`config.mk`:
```
export PLATFORM = sky130hd
export DESIGN_NAME = stopwatch_display_formatter_flat
export DESIGN_NICKNAME = d
export VERILOG_FILES = /design/src/rtl/swd_pkg.sv /design/src/rtl/swd_if.sv /design/src/rtl/stopwatch_display_formatter.sv /design/src/flat_wrapper.sv
export SDC_FILE = /design/constraint.sdc
export NUM_CORES = 1
export LEC_CHECK = 0
export BUFFER_PORTS_ARGS = -buffer_cell sky130_fd_sc_hd__clkbuf_2
export CAP_MARGIN = 20
export CORE_MARGIN = 2
export CORE_UTILIZATION = 55
export DETAILED_ROUTE_END_ITERATION = 10
export PLACE_DENSITY = 0.75
export RECOVER_POWER = 25
export SLEW_MARGIN = 20
export SYNTH_ARGS = -nofsm -noshare
export SYNTH_HDL_FRONTEND = slang
export SYNTH_SLANG_ARGS = --single-unit
```
`constraint.sdc`:
```
create_clock -name clk -period 11.7 [get_ports clk]
set_input_delay 0 -clock clk [delete_from_list [all_inputs] [get_ports clk]]
set_output_delay 0 -clock clk [all_outputs]
set_load 0.005 [all_outputs]
```
`src/rtl/swd_pkg.sv`:
```
// shared types, widths and arithmetic constants of the stopwatch display formatter
package swd_pkg;

	localparam int SEC_W   = 32;
	localparam int HUND_W  = 7;
	localparam int CFG_W   = 6;
	localparam int MARK_W  = 6;
	localparam int DIGIT_W = 4;
	localparam int OP_W    = 2;

	typedef enum logic [OP_W-1:0] {
		OP_TICK    = 2'd0,
		OP_LAP     = 2'd1,
		OP_RESTORE = 2'd2
	} opcode_t;

	localparam logic [CFG_W-1:0]  FINE_SAVE_RESET = 6'd4;
	localparam logic [HUND_W-1:0] HUND_LAST       = 7'd99;
	localparam int                UNIT_BASE       = 60;
	localparam int                DEC_BASE        = 10;

	// 86400 = 128 * 675, quotient by 675 via reciprocal, exact for 25-bit operands
	localparam int               DAY_SHIFT       = 7;
	localparam int               DAY_X_W         = SEC_W - DAY_SHIFT;
	localparam int               DAYS_W          = 16;
	localparam int               DAY_ODD         = 675;
	localparam logic [25:0]      DAY_RECIP       = 26'd50903317;
	localparam int               DAY_RECIP_SHIFT = 35;
	localparam int               DAY_W           = 17;
	localparam int               DAY_REM_W       = 10;

	// minutes of day: (day >> 2) / 15
	localparam logic [15:0]      MIN_RECIP       = 16'd34953;
	localparam int               MIN_RECIP_SHIFT = 19;
	localparam int               MT_W            = 11;

	// hours: (minutes >> 2) / 15
	localparam logic [9:0]       HR_RECIP        = 10'd547;
	localparam int               HR_RECIP_SHIFT  = 13;
	localparam int               HR_W            = 5;

	// tens of a value below 100
	localparam logic [7:0]       DEC_RECIP       = 8'd205;
	localparam int               DEC_RECIP_SHIFT = 11;

	typedef struct packed {
		logic [SEC_W-1:0]  sec;
		logic [HUND_W-1:0] hund;
	} tally_t;

endpackage

```
`src/rtl/swd_if.sv`:
```
// valid/ready channel interfaces for the command and display items

interface swd_cmd_if import swd_pkg::*; ();
	logic              valid;
	logic              ready;
	logic [OP_W-1:0]   opcode;
	logic [SEC_W-1:0]  restore_seconds;

	modport source (output valid, output opcode, output restore_seconds, input ready);
	modport sink   (input valid, input opcode, input restore_seconds, output ready);
endinterface

interface swd_disp_if import swd_pkg::*; ();
	logic               valid;
	logic               ready;
	logic [DIGIT_W-1:0] digit_first;
	logic [DIGIT_W-1:0] digit_second;
	logic [DIGIT_W-1:0] digit_third;
	logic [DIGIT_W-1:0] digit_fourth;
	logic               blink_dot;
	logic               save_request;
	logic [SEC_W-1:0]   save_seconds;

	modport source (output valid, output digit_first, output digit_second,
		output digit_third, output digit_fourth, output blink_dot,
		output save_request, output save_seconds, input ready);
	modport sink   (input valid, input digit_first, input digit_second,
		input digit_third, input digit_fourth, input blink_dot,
		input save_request, input save_seconds, output ready);
endinterface

```
`src/rtl/stopwatch_display_formatter.sv`:
```
// stopwatch with time-of-day split, save marks and four-digit display formatting
// an accepted command item passes through stage registers s1 to s7 to its display item
// throughput: one item per cycle; the counters update in the accept cycle and
// the day/minute/hour split runs down a 7-stage reciprocal-multiply pipeline
// a stalled display item freezes the whole pipeline and drops cmd.ready
// reset: async, clears counters, save mark, stage valids; fine_save_minutes = 4
module stopwatch_display_formatter import swd_pkg::*; (
	input  logic             clk,
	input  logic             arst_n,
	input  logic             cfg_we,
	input  logic [CFG_W-1:0] cfg_wdata,
	swd_cmd_if.sink          cmd,
	swd_disp_if.source       disp
);

	// architectural state
	logic [HUND_W-1:0] hund_q;
	logic [SEC_W-1:0]  sec_q;
	logic [MARK_W-1:0] mark_q;
	logic [CFG_W-1:0]  fine_q;

	// stage valids
	logic vld_s1, vld_s2, vld_s3, vld_s4, vld_s5, vld_s6, vld_s7;

	// stage payloads
	tally_t              tally_s1, tally_s2, tally_s3, tally_s4, tally_s5, tally_s6;
	logic [DAYS_W-1:0]   days_s2;
	logic [DAY_W-1:0]    day_s3, day_s4;
	logic [MT_W-1:0]     mt_s4, mt_s5;
	logic [MARK_W-1:0]   secs_s5;
	logic [HR_W-1:0]     hrs_s5;
	logic [HUND_W-1:0]   hi_s6, lo_s6;
	logic                save_s6;
	logic [DIGIT_W-1:0]  d1_s7, d2_s7, d3_s7, d4_s7;
	logic                blink_s7, save_s7;
	logic [SEC_W-1:0]    sec_s7;

	logic   adv, acc;
	tally_t tally_nxt;

	// whole pipe moves together; a waiting display item holds everything
	assign adv       = !vld_s7 || disp.ready;
	assign cmd.ready = adv;
	assign acc       = cmd.valid && adv;

	// counter update for the incoming command
	always_comb begin
		tally_nxt.sec  = sec_q;
		tally_nxt.hund = hund_q;
		case (opcode_t'(cmd.opcode))
			OP_TICK: begin
				if (hund_q == HUND_LAST) begin
					tally_nxt.hund = '0;
					tally_nxt.sec  = sec_q + SEC_W'(1);
				end else begin
					tally_nxt.hund = hund_q + HUND_W'(1);
				end
			end
			OP_LAP: begin
				tally_nxt.hund = '0;
				tally_nxt.sec  = '0;
			end
			OP_RESTORE: begin
				tally_nxt.sec = cmd.restore_seconds;
			end
			default: begin
			end
		endcase
	end

	// s2: whole days = (sec >> 7) / 675 by reciprocal multiply
	logic [DAY_X_W-1:0]           day_x;
	logic [DAY_X_W+25:0]          day_prod;
	assign day_x    = tally_s1.sec[SEC_W-1:DAY_SHIFT];
	assign day_prod = (DAY_X_W+26)'(day_x) * (DAY_X_W+26)'(DAY_RECIP);

	// s3: seconds of the day
	logic [DAY_X_W:0] days_odd, rem_full;
	assign days_odd = (DAY_X_W+1)'(days_s2) * (DAY_X_W+1)'(DAY_ODD);
	assign rem_full = (DAY_X_W+1)'(tally_s2.sec[SEC_W-1:DAY_SHIFT]) - days_odd;

	// s4: minutes of the day = (day >> 2) / 15
	logic [31:0] min_prod;
	assign min_prod = 32'(day_s3[DAY_W-1:2]) * 32'(MIN_RECIP);

	// s5: seconds and hours
	logic [DAY_W-1:0] mt_scaled, sec_diff;
	logic [19:0]      hr_prod;
	assign mt_scaled = DAY_W'(mt_s4) * DAY_W'(UNIT_BASE);
	assign sec_diff  = day_s4 - mt_scaled;
	assign hr_prod   = 20'(mt_s4[MT_W-1:2]) * 20'(HR_RECIP);

	// s6: minutes, save mark and upper/lower unit choice
	logic [MT_W-1:0]   mins_full;
	logic [MARK_W-1:0] mins;
	logic              fine_mode;
	logic [MARK_W-1:0] mark;
	logic [HUND_W-1:0] hi_sel, lo_sel;
	always_comb begin
		mins_full = mt_s5 - MT_W'(hrs_s5) * MT_W'(UNIT_BASE);
		mins      = mins_full[MARK_W-1:0];
		fine_mode = (hrs_s5 == '0) && (mins < fine_q);
		mark      = fine_mode ? secs_s5 : mins;
		if (hrs_s5 == '0) begin
			if (mins == '0) begin
				// ss.hh
				hi_sel = HUND_W'(secs_s5);
				lo_sel = tally_s5.hund;
			end else begin
				// mm:ss
				hi_sel = HUND_W'(mins);
				lo_sel = HUND_W'(secs_s5);
			end
		end else begin
			// hh:mm
			hi_sel = HUND_W'(hrs_s5);
			lo_sel = HUND_W'(mins);
		end
	end

	// s7: decimal split of both units
	function automatic logic [DIGIT_W-1:0] tens_of(input logic [HUND_W-1:0] v);
		logic [14:0] p;
		p = 15'(v) * 15'(DEC_RECIP);
		return p[DEC_RECIP_SHIFT +: DIGIT_W];
	endfunction

	function automatic logic [DIGIT_W-1:0] ones_of(input logic [HUND_W-1:0] v);
		logic [HUND_W-1:0] r;
		r = v - HUND_W'(tens_of(v)) * HUND_W'(DEC_BASE);
		return r[DIGIT_W-1:0];
	endfunction

	// control state
	always_ff @(posedge clk or negedge arst_n) begin
		if (!arst_n) begin
			hund_q <= '0;
			sec_q  <= '0;
			mark_q <= '0;
			fine_q <= FINE_SAVE_RESET;
			vld_s1 <= 1'b0;
			vld_s2 <= 1'b0;
			vld_s3 <= 1'b0;
			vld_s4 <= 1'b0;
			vld_s5 <= 1'b0;
			vld_s6 <= 1'b0;
			vld_s7 <= 1'b0;
		end else begin
			if (cfg_we) begin
				fine_q <= cfg_wdata;
			end
			if (acc) begin
				hund_q <= tally_nxt.hund;
				sec_q  <= tally_nxt.sec;
			end
			// marks are compared in item order as they leave s5
			if (adv && vld_s5) begin
				mark_q <= mark;
			end
			if (adv) begin
				vld_s1 <= acc;
				vld_s2 <= vld_s1;
				vld_s3 <= vld_s2;
				vld_s4 <= vld_s3;
				vld_s5 <= vld_s4;
				vld_s6 <= vld_s5;
				vld_s7 <= vld_s6;
			end
		end
	end

	// datapath registers
	always_ff @(posedge clk) begin
		if (adv) begin
			tally_s1 <= tally_nxt;

			tally_s2 <= tally_s1;
			days_s2  <= day_prod[DAY_RECIP_SHIFT +: DAYS_W];

			tally_s3 <= tally_s2;
			day_s3   <= {rem_full[DAY_REM_W-1:0], tally_s2.sec[DAY_SHIFT-1:0]};

			tally_s4 <= tally_s3;
			day_s4   <= day_s3;
			mt_s4    <= min_prod[MIN_RECIP_SHIFT +: MT_W];

			tally_s5 <= tally_s4;
			mt_s5    <= mt_s4;
			secs_s5  <= sec_diff[MARK_W-1:0];
			hrs_s5   <= hr_prod[HR_RECIP_SHIFT +: HR_W];

			tally_s6 <= tally_s5;
			hi_s6    <= hi_sel;
			lo_s6    <= lo_sel;
			save_s6  <= (mark != mark_q);

			d1_s7    <= tens_of(hi_s6);
			d2_s7    <= ones_of(hi_s6);
			d3_s7    <= tens_of(lo_s6);
			d4_s7    <= ones_of(lo_s6);
			blink_s7 <= (tally_s6.hund < HUND_W'(DEC_BASE));
			save_s7  <= save_s6;
			sec_s7   <= tally_s6.sec;
		end
	end

	assign disp.valid        = vld_s7;
	assign disp.digit_first  = d1_s7;
	assign disp.digit_second = d2_s7;
	assign disp.digit_third  = d3_s7;
	assign disp.digit_fourth = d4_s7;
	assign disp.blink_dot    = blink_s7;
	assign disp.save_request = save_s7;
	assign disp.save_seconds = sec_s7;

	// checks
	a_ready_follows_output: assert property (@(posedge clk) disable iff (!arst_n)
		cmd.ready == (!disp.valid || disp.ready))
		else $error("ready does not follow output stall");

	a_hund_range: assert property (@(posedge clk) disable iff (!arst_n)
		hund_q <= HUND_LAST)
		else $error("hundredths out of range");

	a_mark_range: assert property (@(posedge clk) disable iff (!arst_n)
		mark_q < MARK_W'(UNIT_BASE))
		else $error("save mark out of range");

	a_lap_clears: assert property (@(posedge clk) disable iff (!arst_n)
		(cmd.valid && cmd.ready && cmd.opcode == OP_LAP) |=> (sec_q == '0 && hund_q == '0))
		else $error("lap did not clear elapsed time");

	a_digits_decimal: assert property (@(posedge clk) disable iff (!arst_n)
		disp.valid |-> (d1_s7 <= DIGIT_W'(9) && d2_s7 <= DIGIT_W'(9)
			&& d3_s7 <= DIGIT_W'(9) && d4_s7 <= DIGIT_W'(9)))
		else $error("display digit not decimal");

endmodule
```
`src/flat_wrapper.sv`:
```
// flat-port wrapper written by rule: the top's interface ports become plain ports
module stopwatch_display_formatter_flat import swd_pkg::*;
  (clk, arst_n, cfg_we, cfg_wdata, cmd_valid, cmd_opcode, cmd_restore_seconds, cmd_ready, disp_valid, disp_digit_first, disp_digit_second, disp_digit_third, disp_digit_fourth, disp_blink_dot, disp_save_request, disp_save_seconds, disp_ready);
  swd_cmd_if cmd_i ();
  swd_disp_if disp_i ();
  input  logic clk;
  input  logic arst_n;
  input  logic cfg_we;
  input  logic [CFG_W-1:0] cfg_wdata;
  input wire logic [$bits(cmd_i.valid)-1:0] cmd_valid;
  input wire logic [$bits(cmd_i.opcode)-1:0] cmd_opcode;
  input wire logic [$bits(cmd_i.restore_seconds)-1:0] cmd_restore_seconds;
  output wire logic [$bits(cmd_i.ready)-1:0] cmd_ready;
  output wire logic [$bits(disp_i.valid)-1:0] disp_valid;
  output wire logic [$bits(disp_i.digit_first)-1:0] disp_digit_first;
  output wire logic [$bits(disp_i.digit_second)-1:0] disp_digit_second;
  output wire logic [$bits(disp_i.digit_third)-1:0] disp_digit_third;
  output wire logic [$bits(disp_i.digit_fourth)-1:0] disp_digit_fourth;
  output wire logic [$bits(disp_i.blink_dot)-1:0] disp_blink_dot;
  output wire logic [$bits(disp_i.save_request)-1:0] disp_save_request;
  output wire logic [$bits(disp_i.save_seconds)-1:0] disp_save_seconds;
  input wire logic [$bits(disp_i.ready)-1:0] disp_ready;
  assign cmd_i.valid = cmd_valid;
  assign cmd_i.opcode = cmd_opcode;
  assign cmd_i.restore_seconds = cmd_restore_seconds;
  assign cmd_ready = cmd_i.ready;
  assign disp_valid = disp_i.valid;
  assign disp_digit_first = disp_i.digit_first;
  assign disp_digit_second = disp_i.digit_second;
  assign disp_digit_third = disp_i.digit_third;
  assign disp_digit_fourth = disp_i.digit_fourth;
  assign disp_blink_dot = disp_i.blink_dot;
  assign disp_save_request = disp_i.save_request;
  assign disp_save_seconds = disp_i.save_seconds;
  assign disp_i.ready = disp_ready;
  stopwatch_display_formatter u_core (.clk(clk), .arst_n(arst_n), .cfg_we(cfg_we), .cfg_wdata(cfg_wdata), .cmd(cmd_i), .disp(disp_i));
endmodule
```
**After elaboration in Yosys (flattened, before gate mapping)**

Cells that the tools add are included.

- Register bits: 423
- Bits in latches: 0
- Bits in writable memories: 0
- Memory bits (read-only): 0
- Input bits: 45
- Output and inout bits: 52
- Word-level logic and storage cells: 83
- Memories kept: 0

- Add/subtract/negate cells: 7
- Multiply operators: 10
- Divide/modulo/power cells: 0
- Order comparisons: 2
- Eq/ne operators: 4
- Shift operators: 0
- Multiplexer cells: 9
- Bitwise operators: 0
- Reduce and logical (&&, ||, !) cells: 9

Operators with widths:

| cell | count |
|---|---|
| 32-bit one-hot mux with 3 select lines | 1 |
| 25-bit by 26-bit multiplier with 51-bit output (second input constant) | 1 |
| 32-bit by 1-bit adder with 32-bit output (second input constant) | 1 |
| 32-bit two-way mux | 1 |
| 15-bit by 16-bit multiplier with 30-bit output (second input constant) | 1 |
| 6-bit two-way mux | 4 |
| 9-bit by 10-bit multiplier with 18-bit output (second input constant) | 1 |
| 16-bit by 10-bit multiplier with 10-bit output (second input constant) | 1 |
| 7-bit by 8-bit multiplier with 15-bit output (second input constant) | 1 |
| 6-bit by 8-bit multiplier with 14-bit output (second input constant) | 1 |
| 7-bit one-hot mux with 2 select lines | 1 |
| 6-bit subtractor | 2 |
| 11-bit by 4-bit multiplier with 4-bit output (second input constant) | 1 |
| 10-bit subtractor | 1 |
| 4-bit by 3-bit multiplier with 3-bit output (second input constant) | 2 |
| 4-bit subtractor | 2 |
| 7-bit by 1-bit adder with 7-bit output (second input constant) | 1 |
| 7-bit == test (second input constant) | 1 |
| 7-bit by 4-bit less-than comparator with 1-bit output (second input constant) | 1 |
| 7-bit two-way mux | 1 |
| 6-bit logical NOT | 1 |
| 6-bit less-than comparator | 1 |
| 6-bit inequality test | 1 |
| 5-bit logical NOT | 1 |
| other kinds (9) | 11 |

**Depth between registers and ports, before layout**

Gate-level depths: netlist of the first run.

- Depth in word-level cells: 6
- Depth in mapped cells: 24
- Gate-level depth less buffers: 24

**Worst setup path before layout of the first run**

OpenSTA, ideal clock, no wires.

- Path kind: register -> register
- Start: register u_core.vld_s7, in the netlist u_core.disp.valid
- End: register u_core.vld_s2
- Setup time: 0.117 ns
- Data arrival time: 11.305 ns
- Data required time: 11.583 ns
- Path slack: 0.277 ns
- Cell stages (with the launch flop): 4
- Buffers on the path: 1
- Clock period less this slack: 11.423 ns
- Cell sequence: dfrtp_1 > nand2b_1 > clkbuf_1 > mux2_2

- Cells in the longest elaborated chain, start to end: 2

Ends and longest elaborated chain:

| what | line | source |
|---|---|---|
| start, declared | stopwatch_display_formatter.sv:23 | `logic vld_s1, vld_s2, vld_s3, vld_s4, vld_s5, vld_s6, vld_s7;` |
| start signal, assigned | stopwatch_display_formatter.sv:167 | `vld_s7 <= vld_s6;` |
| 1-bit logical NOT | stopwatch_display_formatter.sv:42 | `assign adv = !vld_s7 \|\| disp.ready;` |
| 1-bit logical OR | stopwatch_display_formatter.sv:42 |  |
| net cmd_ready | flat_wrapper.sv:13 | `output wire logic [$bits(cmd_i.ready)-1:0] cmd_ready;` |
| end signal, assigned | stopwatch_display_formatter.sv:162 | `vld_s2 <= vld_s1;` |
| end, declared | stopwatch_display_formatter.sv:23 |  |

The timed path passes the listed nets, and every way through them passes these cells.
A chain may end at the register's enable or synchronous reset.

**Worst setup path in the final report of the first run**

- Start: register u_core.tally_s1, in the netlist u_core.day_x[5]
- End: register u_core.days_s2[9], data pin

- Cells in the longest elaborated chain, start to end: 1

Ends and longest elaborated chain:

| what | line | source |
|---|---|---|
| start, declared | stopwatch_display_formatter.sv:26 | `tally_t tally_s1, tally_s2, tally_s3, tally_s4, tally_s5, tally_s6;` |
| start signal, assigned | stopwatch_display_formatter.sv:175 | `tally_s1 <= tally_nxt;` |
| 25-bit by 26-bit multiplier with 51-bit output | stopwatch_display_formatter.sv:75 | `assign day_prod = (DAY_X_W+26)'(day_x) * (DAY_X_W+26)'(DAY_RECIP);` |
| net u_core.day_prod[44] | stopwatch_display_formatter.sv:73 | `logic [DAY_X_W+25:0] day_prod;` |
| end signal, assigned | stopwatch_display_formatter.sv:178 | `days_s2 <= day_prod[DAY_RECIP_SHIFT +: DAYS_W];` |
| end, declared | stopwatch_display_formatter.sv:27 | `logic [DAYS_W-1:0] days_s2;` |

The timed path passes the listed nets, and every way through them passes these cells.

==> impl_metrics.py, run 1 <==
metrics = {
    "setup_path": {
        "cpMaxStageDelayCell": "edfxtp_1",
        "cp-end-kind": "flop",
        "arrival_ns": 7.22,
        "slowest_delay_ns": 0.68,
        "worstReg2RegStart": "u_core.day_x[5]$_DFFE_PN_",
        "critical_path.startpoint": "u_core.day_x[5]$_DFFE_PN_",
        "start_kind": "flop",
        "path_common_cell": "inv_1",
        "crit_path_cell_trace": "inv_1 > ha_1 > inv_1 > fa_1 > ha_1 > inv_1 > fa_1 > inv_1 > fa_1 > fa_1 > inv_1 > fa_1 > inv_1 > ha_1 > nand2_1 > o21ai_0 > a2111oi_0 > a31oi_1 > a31oi_1 > o21ai_0 > a221oi_1 > xnor2_1",
        "crit_buf_inv": 6,
        "crit_fanout": 11,
        "path_class": "reg2reg",
        "cp.required_ns": 12.04,
        "cp_top_family": "adder cells",
    },
    "status": {
        "violations": "max-capacitance violations, max-slew violations",
        "outcome": "finished, violations left",
    },
    "global_routing": {
        "grt_pass1_wl_um": 103000,
        "grt_max_degree": 179,
        "grt-ovfl-total": 0,
        "grt_usage_pct": 23.3,
        "antenna_found_initial": 0,
        "grt_pass1_vias": 19700,
    },
    "sta": {
        "totalNegativeSetupSlack_ns": 0,
        "skew_ns": 0.0357,
        "worstMarginPinSlew_ns": 3.46,
        "maxClockFrequency_mhz": 145,
        "max_slew_margin_pct": -130,
        "min_period_ns": 6.88,
        "setup_viol": 0,
        "hold_viol": 0,
        "rsz0062_at_grt": "no",
        "final_max_slew_viol_count": 59,
        "finalCritPeriodShare_pct": 58.8,
    },
    "routing": {
        "drc": 0,
        "viasPerCell": 5.47,
        "routed_wl_um": 63500,
        "vias": 18700,
        "drt_first_iter_violations": 1154,
        "post_drt_wl_per_cell_um": 18.5,
        "firstDrtPassIters": 5,
        "ant_nets": 0,
    },
    "logic_synthesis": {
        "syn_nets": 3300,
        "syn_area_per_cell_sq_um": 11.8,
        "synth_edf_count": 342,
        "ys_ff_latch": 400,
        "async_flop_share_pct": 14.5,
        "ys_warn_count": 0,
        "synth.distinct_cells": 63,
        "synthCells": 2545,
        "synth_ff_type": "edfxtp_1",
        "syn_area_sq_um": 29900,
        "seq_area_frac_synth_pct": 39.2,
    },
    "floorplanning": {
        "initial_core_util_pct": 55.6,
        "core_area_sq_um": 53800,
        "rows": 85,
        "dieArea_sq_um": 56300,
        "ios": 97,
        "die_h_um": 237,
        "die_w_um": 237,
    },
    "cells_and_area": {
        "instances_no_fill": 3426,
        "layout_common_cells": "inv_1, ha_1, edfxtp_1",
        "antenna_cells": 0,
        "area_growth_pct": 11.2,
        "filler_cell_count": 4213,
        "finalNetCount": 3449,
        "drive_above_1_share_pct": 8.28,
        "final_common_cell": "inv_1",
    },
    "placed_design": {
        "place_congestion": 0.984,
        "port_buffers": 95,
        "hpwl_um": 48200,
        "dpl.cell_count": 3293,
    },
    "clock_network": {
        "cts-root-buf": "clkbuf_16",
        "clockBufferDepth": 3,
        "cts.htree.levels": 2,
        "hold_buffers": 50,
        "cts.sinks": 400,
        "cts_setup_buffers": 0,
        "clk_pin_slew_ns": 0.06,
        "cts_tree": "yes",
        "cts_resized": 0,
        "clock_latency_ns": 0.60,
        "cts_inserted_buffers": 45,
    },
    "worst_hold_path": {
        "min_from": "cmd_valid",
        "hp-class": "in2reg",
    },
    "job": {
        "maxCapViolations": 1,
    },
}
[kinds of logic (layout without fill, tap and decap cells)]
group	after synthesis	count (layout)	share of synthesized area (%)
fa+ha+maj	710	710	35.7
buf+inv	592	777	7.46
flops	400	400	39.2
simple gates	362	362	5.71
compound gates	317	317	6.84
xor+xnor	111	111	3.25
mux	52	52	1.88
other cells	1	1	0.0125
[through the flow]
step	hold WS (ns)	util [%]	area, sq um	setup WS (ns)
global placement	0.213	57.9	31200	5.08
global route	0.0565	61.9	33300	4.29
finish	0.0380	61.9	33300	4.82
detailed placement	0.223	57.9	31200	4.88
floorplan	-0.296	-	29900	0.277
CTS	0.00114	61.9	33300	4.89
[worst min-delay path, cell delays in order]
cell and delay, ns:
clkbuf_2 0.10, and2_1 0.31, nand2_1 0.13, nand2_1 0.04
[routing by layer]
layer | global-route usage, % | wire, um | share of wire (%)
met1 | 30.8 | 27000 | 43
met2 | 40.1 | 31400 | 49
met3 | 3.73 | 3280 | 5.2
met4 | 6.73 | 1790 | 2.8
met5 | 0 | 0 | 0
[final timing paths]
check                                           endpoint  slack [ns]  cells past startpoint
max                          u_core.days_s2[9]$_DFFE_PN_        4.82                     22
min                          u_core.sec_q[2]$_DFFE_PN0P_        0.04                      4
max reg2reg                  u_core.days_s2[9]$_DFFE_PN_        4.82                     22
min reg2reg                u_core.tally_s5[36]$_DFFE_PN_        0.41                      0
max in group asynchronous   u_core.mark_q[2]$_DFFE_PN0P_        8.52                      3
min in group asynchronous   u_core.sec_q[14]$_DFFE_PN0P_        1.21                      3
[sequential cells by signal, indices dropped and copies added, names as in the netlist, 7 cells and up]
name / count
u_core.days_s2: 10
u_core.lo_s6: 7
u_core.sec_q: 32
u_core.hund_q: 7
u_core.day_s3: 17
u_core.tally_s4: 34
u_core.disp.save_seconds: 32
u_core.tally_s1: 14
u_core.mt_s4: 11
u_core.tally_s3: 32
u_core.day_x: 25
u_core.tally_s2: 39
u_core.tally_s5: 37
u_core.tally_s6: 38
[area by class of cell]
cell class	count	area, sq um	share of cell area, %
well taps	696	871	2.62
clock inverters	32	450	1.35
flip-flops and latches	400	11700	35.2
inverters	540	2030	6.09
repair buffers	154	1060	3.17
multi-input cells	1553	16000	48.0
clock buffers	51	1170	3.51
[synth_stat cells, types with 18 or more instances]
cell / instances / area [sq um]
inv_1: 540 / 2030
ha_1: 471 / 5890
edfxtp_1: 342 / 10300
fa_1: 239 / 4780
nand2_1: 150 / 563
o21ai_0: 91 / 455
xnor2_1: 79 / 692
nor2_1: 74 / 278
a21oi_1: 69 / 345
dfrtp_1: 57 / 1430
clkbuf_1: 42 / 158
a21o_1: 35 / 263
mux2_2: 34 / 383
xor2_1: 32 / 280
nand3_1: 27 / 135
nand4_1: 24 / 150
and3_1: 19 / 119
mux2i_1: 18 / 180
nor3_1: 18 / 90.1
o31ai_1: 18 / 135
Power of run 1 is not shown: default switching activity piles up to over one toggle a cycle in this logic, so the estimate is an artifact.
==> inputs of run 2 (changes only) <==
Settings changed: PLACE_DENSITY 0.75 to 0.72.
Clock period 11.7 ns to 6.4 ns, I/O delays scaled along.
==> run 2 against run 1 <==
Net effect:
- the flow still finishes with violations (max-capacitance violations, max-slew violations)
- final area is 1.2% higher
- count of clock-buffer cells in the layout is 7 higher
- critical path type unchanged
- highest routed layer unchanged
- flip-flop and latch count stayed put
==> impl_metrics.py, run 2 (synthesis results as in run 1) <==
metrics = {
    "clock_network": {
        "clk_pin_slew_ns": 0.06,
        "clock_latency_ns": 0.59,
        "cts.htree.levels": 2,
        "cts.sinks": 400,
        "cts-root-buf": "clkbuf_16",
        "clockBufferDepth": 3,
        "cts_inserted_buffers": 44,
        "cts_tree": "yes",
    },
    "global_routing": {
        "antenna_found_initial": 0,
        "grt_pass1_wl_um": 103000,
        "grt-ovfl-total": 0,
        "grt_pass1_vias": 19800,
        "grt_usage_pct": 23.4,
        "grt_max_degree": 188,
    },
    "floorplanning": {
        "ios": 97,
        "die_w_um": 237,
        "core_area_sq_um": 53800,
        "dieArea_sq_um": 56300,
        "initial_core_util_pct": 55.6,
        "die_h_um": 237,
        "rows": 85,
    },
    "placed_design": {
        "dpl.cell_count": 3331,
        "hpwl_um": 49400,
        "dpl_cell_area_sq_um": 31400,
        "place_congestion": 0.971,
        "port_buffers": 95,
    },
    "setup_path": {
        "crit_buf_inv": 2,
        "path_common_cell": "fa_1",
        "crit_fanout": 6,
        "arrival_ns": 6.47,
        "crit_path_cell_trace": "fa_1 > ha_1 > fa_1 > fa_1 > fa_1 > fa_1 > inv_1 > fa_1 > inv_1 > ha_1 > a21oi_1 > o21bai_1 > a21oi_1 > o2111ai_1 > a31oi_2 > o21ai_1 > a221oi_2 > xnor2_1",
        "path_class": "reg2reg",
        "start_kind": "flop",
        "cp_top_family": "adder cells",
        "cp.required_ns": 6.71,
        "cp-end-kind": "flop",
        "cpMaxStageDelayCell": "fa_1",
        "slowest_delay_ns": 0.56,
    },
    "sta": {
        "final_max_slew_viol_count": 59,
        "skew_ns": 0.0239,
        "hold_viol": 0,
        "maxClockFrequency_mhz": 162,
        "totalNegativeSetupSlack_ns": 0,
        "min_period_ns": 6.16,
        "max_slew_margin_pct": -130,
        "setup_viol": 0,
        "worstMarginPinSlew_ns": 3.45,
        "whs_ns": 0.121,
        "finalCritPeriodShare_pct": 96.2,
    },
    "cells_and_area": {
        "instances_no_fill": 3481,
        "layout_common_cells": "inv_1, ha_1, edfxtp_1",
        "largest_reg_flops": 39,
        "filler_cell_count": 4179,
        "drive_above_1_share_pct": 10.3,
        "antenna_cells": 0,
        "final_common_cell": "inv_1",
        "final_cell_area_sq_um": 33700,
        "largest-register": "u_core.tally_s2",
        "finalNetCount": 3504,
        "reg_top3": "u_core.tally_s2: 39 flops, u_core.tally_s6: 38 flops, u_core.tally_s5: 37 flops",
        "area_growth_pct": 12.5,
    },
    "routing": {
        "drc": 0,
        "routed_wl_um": 63300,
        "firstDrtPassIters": 5,
        "vias": 18800,
        "ant_nets": 0,
        "viasPerCell": 5.40,
        "post_drt_wl_per_cell_um": 18.2,
        "drt_first_iter_violations": 1011,
    },
    "status": {
        "violations": "max-capacitance violations, max-slew violations",
        "outcome": "finished, violations left",
    },
    "job": {
        "maxCapViolations": 1,
    },
    "worst_hold_path": {
        "hp-class": "in2reg",
    },
}
[run 2: changes by cell type in the layout (fill, tap and decap cells not counted), moves of 3 or more]
cell           before  now
a21oi_1            69   66
a21oi_2             0    3
buf_4               6   55
bufinv_16          10    3
clkbuf_1            6    9
clkbuf_8            0    4
clkinv_2           11    6
dlygate4sd3_1      50   56
[run 2: cell type report]
type                    count  area, sq um  area share, %
clock buffers              58         1240           3.67
multi-input cells        1553        16100           47.7
well taps                 696          871           2.59
clock inverters            24          243          0.721
flip-flops and latches    400        11700           34.8
inverters                 540         2030           6.02
repair buffers            210         1500           4.44
[run 2: final timing paths]
| kind | startpoint | to | slack, ns | cells after the start |
|---|---|---|---|---|
| max | u_core.day_x[16]$_DFFE_PN_ | u_core.days_s2[9]$_DFFE_PN_ | 0.24 | 18 |
| min | cmd_opcode[1] | u_core.hund_q[4]$_DFFE_PN0P_ | 0.12 | 6 |
| max reg2reg | u_core.day_x[16]$_DFFE_PN_ | u_core.days_s2[9]$_DFFE_PN_ | 0.24 | 18 |
| min reg2reg | u_core.tally_s1[2]$_DFFE_PN_ | u_core.tally_s2[2]$_DFFE_PN_ | 0.41 | 0 |
| max in group asynchronous | arst_n | u_core.mark_q[5]$_DFFE_PN0P_ | 3.22 | 3 |
| min in group asynchronous | arst_n | u_core.sec_q[15]$_DFFE_PN0P_ | 1.21 | 3 |
[run 2: through the flow]
stage	util (%)	setup slack (ns)
floorplan	-	0.311
global placement	58.4	0.00129
detailed placement	58.4	-0.0626
CTS	62.3	0.00911
global route	62.6	-0.0363
finish	62.6	0.243
[run 2: worst min-delay path, delay by kind of cell]
kind                   cells  cell delay, ns
AND/OR/NAND/NOR            4            0.45
buffers and inverters      1            0.10
AO/OA/AOI/OAI              1            0.10
[run 2: repair_timing]
action	CTS	global route
endpoints found under the setup margin	3	8
pin swaps	0	10
hold endpoints to repair	140	0
buffers inserted	0	12
resized for setup	3	21
hold buffers	56	0
[run 2: metal layers]
layer  vias to the layer above  GRT usage (%)  routed length [um]
li1                       8977              -                   -
met1                      9294           30.4               27100
met2                       409           40.6               31700
met3                       103           2.94                2500
met4                         0           8.27                1990
met5                         -              0                   0
Power of run 2 is left out for the same reason.
==> inputs of run 3 (changes only) <==
Settings changed: ABC_AREA set to 1.
==> run 3 against run 2 <==
Net effect:
- the run still ends with max-capacitance violations, max-slew violations left
- worst hold slack worse by 0.094 ns
- via count is 16% higher
- final area is 4.1% higher
- clock skew is 0.0061 ns higher
- count of clock-buffer cells in the layout is 3 lower
- first-iteration DRC count is 47% higher
- die area is 5.5% higher
- largest cell class unchanged
- highest routed layer unchanged
==> impl_metrics.py, run 3 <==
metrics = {
    "floorplanning": {
        "rows": 87,
        "dieArea_sq_um": 59400,
        "die_h_um": 244,
        "die_w_um": 244,
        "initial_core_util_pct": 55.8,
        "ios": 97,
        "core_area_sq_um": 56600,
    },
    "logic_synthesis": {
        "synthAdderAreaFrac_pct": 33.8,
        "synth-compound-area-share_pct": 4.82,
        "synthCells": 3204,
        "synth.most_common_cell": "inv_1",
        "synth_top_family_by_area": "adder cells",
        "ys_ff_latch": 400,
        "yosysTopAreaCell": "edfxtp_1",
        "synth.top_cells.by_count": "inv_1, nand2_1, ha_1",
        "synth_edf_count": 342,
        "synthXorXnorAreaFrac_pct": 1.66,
        "synth-simple-area-share_pct": 13.6,
        "syn_area_sq_um": 31600,
        "ys_top_cells_by_area": "edfxtp_1, ha_1, fa_1",
        "syn_nets": 3959,
        "synth_top_cell_area_share_pct": 32.5,
        "ys_warn_count": 0,
        "seq_area_frac_synth_pct": 37.1,
        "async_flop_share_pct": 14.5,
        "synth_ff_type": "edfxtp_1",
        "synth.distinct_cells": 53,
        "syn_area_per_cell_sq_um": 9.86,
        "synthMuxAreaShare_pct": 0.0356,
    },
    "clock_network": {
        "cts_tree": "yes",
        "cts_setup_buffers": 0,
        "clk_pin_slew_ns": 0.07,
        "clock_latency_ns": 0.60,
        "cts_inserted_buffers": 44,
        "cts.htree.levels": 2,
        "cts.sinks": 400,
        "clockBufferDepth": 3,
        "cts-root-buf": "clkbuf_16",
    },
    "setup_path": {
        "cp.required_ns": 6.76,
        "reg2reg_depth": 19,
        "path_common_cell": "fa_1",
        "path_class": "reg2reg",
        "rrSetupSlack_ns": 0.37,
        "r2r_end": "u_core.days_s2[2]$_DFFE_PN_",
        "cp_top_family": "adder cells",
        "cpMaxStageDelayCell": "fa_1",
        "slowest_delay_ns": 0.55,
        "start_kind": "flop",
        "cp-end-kind": "flop",
        "crit_path_cell_trace": "fa_1 > inv_1 > fa_1 > inv_1 > fa_1 > inv_1 > fa_1 > fa_1 > inv_1 > fa_1 > ha_1 > ha_1 > nand2_1 > nor2_1 > nand2_1 > nor4_1 > nand3_1 > nand4_1 > nand2_1",
        "arrival_ns": 6.38,
        "crit_fanout": 7,
        "crit_buf_inv": 4,
        "worstReg2RegStart": "u_core.day_x[24]$_DFFE_PN_",
    },
    "cells_and_area": {
        "layout_common_cells": "inv_1, nand2_1, ha_1",
        "drive_above_1_share_pct": 6.68,
        "largest-register": "u_core.tally_s2",
        "final_common_cell": "inv_1",
        "antenna_cells": 0,
        "reg_top3": "u_core.tally_s2: 39 flops, u_core.tally_s6: 38 flops, u_core.tally_s5: 37 flops",
        "area_growth_pct": 10.9,
        "finalNetCount": 4146,
        "largest_reg_flops": 39,
    },
    "routing": {
        "viasPerCell": 5.19,
        "firstDrtPassIters": 6,
        "routed_wl_um": 69300,
        "vias": 21700,
        "post_drt_wl_per_cell_um": 16.6,
        "drc": 0,
        "drt_first_iter_violations": 1488,
        "ant_nets": 0,
    },
    "global_routing": {
        "grt-ovfl-total": 0,
        "grt_usage_pct": 23.8,
        "grt_pass1_wl_um": 111000,
        "grt_max_degree": 94,
        "use_met3_pct": 3.87,
        "met2_usage_pct": 38.9,
        "grt_pass1_vias": 21500,
        "antenna_found_initial": 2,
        "top_usage_layer": "met2",
        "grt_use_met1_pct": 32.2,
    },
    "sta": {
        "rsz0062_at_grt": "no",
        "skew_ns": 0.0300,
        "maxClockFrequency_mhz": 166,
        "max_slew_margin_pct": -139,
        "final_max_slew_viol_count": 59,
        "min_period_ns": 6.03,
        "totalNegativeSetupSlack_ns": 0,
        "setup_viol": 0,
        "finalCritPeriodShare_pct": 94.2,
        "worstMarginPinSlew_ns": 3.58,
        "hold_viol": 0,
    },
    "worst_hold_path": {
        "min_path_cells": 6,
        "hold_end": "u_core.sec_q[5]$_DFFE_PN0P_",
        "hp-class": "in2reg",
        "min_from": "cmd_opcode[0]",
    },
    "placed_design": {
        "place_congestion": 0.960,
        "port_buffers": 95,
        "hpwl_um": 54800,
    },
    "job": {
        "maxCapViolations": 1,
    },
    "status": {
        "outcome": "finished, violations left",
        "violations": "max-capacitance violations, max-slew violations",
    },
}
==> run 3: per-layer routing <==
metal / wire length (um) / vias up
met5: 0 / -
met4: 2260 / 0
met3: 4070 / 120
met2: 32100 / 593
met1: 30800 / 10300
li1: - / 10700
==> run 3: cell families (layout without fill, tap and decap cells) <==
family                     count (synthesis)  in the layout
DFF                                      400            400
adders and majority gates                710            710
muxes                                      1              1
buffers and inverters                    746            969
and+or+nand+nor                         1019           1019
AOI/OAI and AO/OA                        268            268
other                                      1              1
xor gates and xnor gates                  59             59
==> run 3: per-stage QoR <==
step           area [sq um]  setup WS, ns  cells  utilization [%]  hold WS, ns
3_5_place_dp          33000         0.449   4049             58.4        0.219
6_report              35100         0.373   4183             61.9       0.0270
5_1_grt               35100         0.144   4183             61.9        0.114
4_1_cts               35100         0.413   4183             61.9       0.0853
3_3_place_gp          33000         0.547   4049             58.4        0.208
2_1_floorplan         31600         0.909   3204                -       -0.296
==> run 3: timing repair <==
action | 4_1_cts | 5_1_grt
gates resized for setup | 0 | 0
endpoints found under the setup margin | 0 | 0
hold buffers | 52 | 0
hold endpoints to repair | 132 | 0
==> run 3: worst max path at each step <==
| stage | from | endpoint | cells after the start |
|---|---|---|---|
| after floorplan | u_core.day_x[23]$_DFFE_PN_ | u_core.days_s2[3]$_DFFE_PN_ | 21 |
| after CTS | u_core.day_x[24]$_DFFE_PN_ | u_core.days_s2[2]$_DFFE_PN_ | 19 |
| after global placement | u_core.day_x[10]$_DFFE_PN_ | u_core.days_s2[9]$_DFFE_PN_ | 20 |
| after detailed placement | u_core.day_x[21]$_DFFE_PN_ | u_core.days_s2[2]$_DFFE_PN_ | 19 |
| after global routing | u_core.day_x[24]$_DFFE_PN_ | u_core.days_s2[2]$_DFFE_PN_ | 19 |
| final | u_core.day_x[24]$_DFFE_PN_ | u_core.days_s2[2]$_DFFE_PN_ | 19 |
==> run 3: area by class of cell <==
class / count / area [sq um]
multi-input cells: 2058 / 17000
well taps: 756 / 946
inverters: 718 / 2700
flip-flops and latches: 400 / 11700
clock inverters: 27 / 334
repair buffers: 169 / 1160
fillers: 4658 / 21600
clock buffers: 55 / 1150
==> run 3: worst register-to-register path, delay by kind of cell, from the launching register on <==
kind | cells | cell delay, ns
fa+ha+maj | 8 | 3.79
flops | 1 | 0.53
buf+inv | 4 | 0.23
simple gates | 7 | 1.23
Power of run 3 is left out for the same reason.
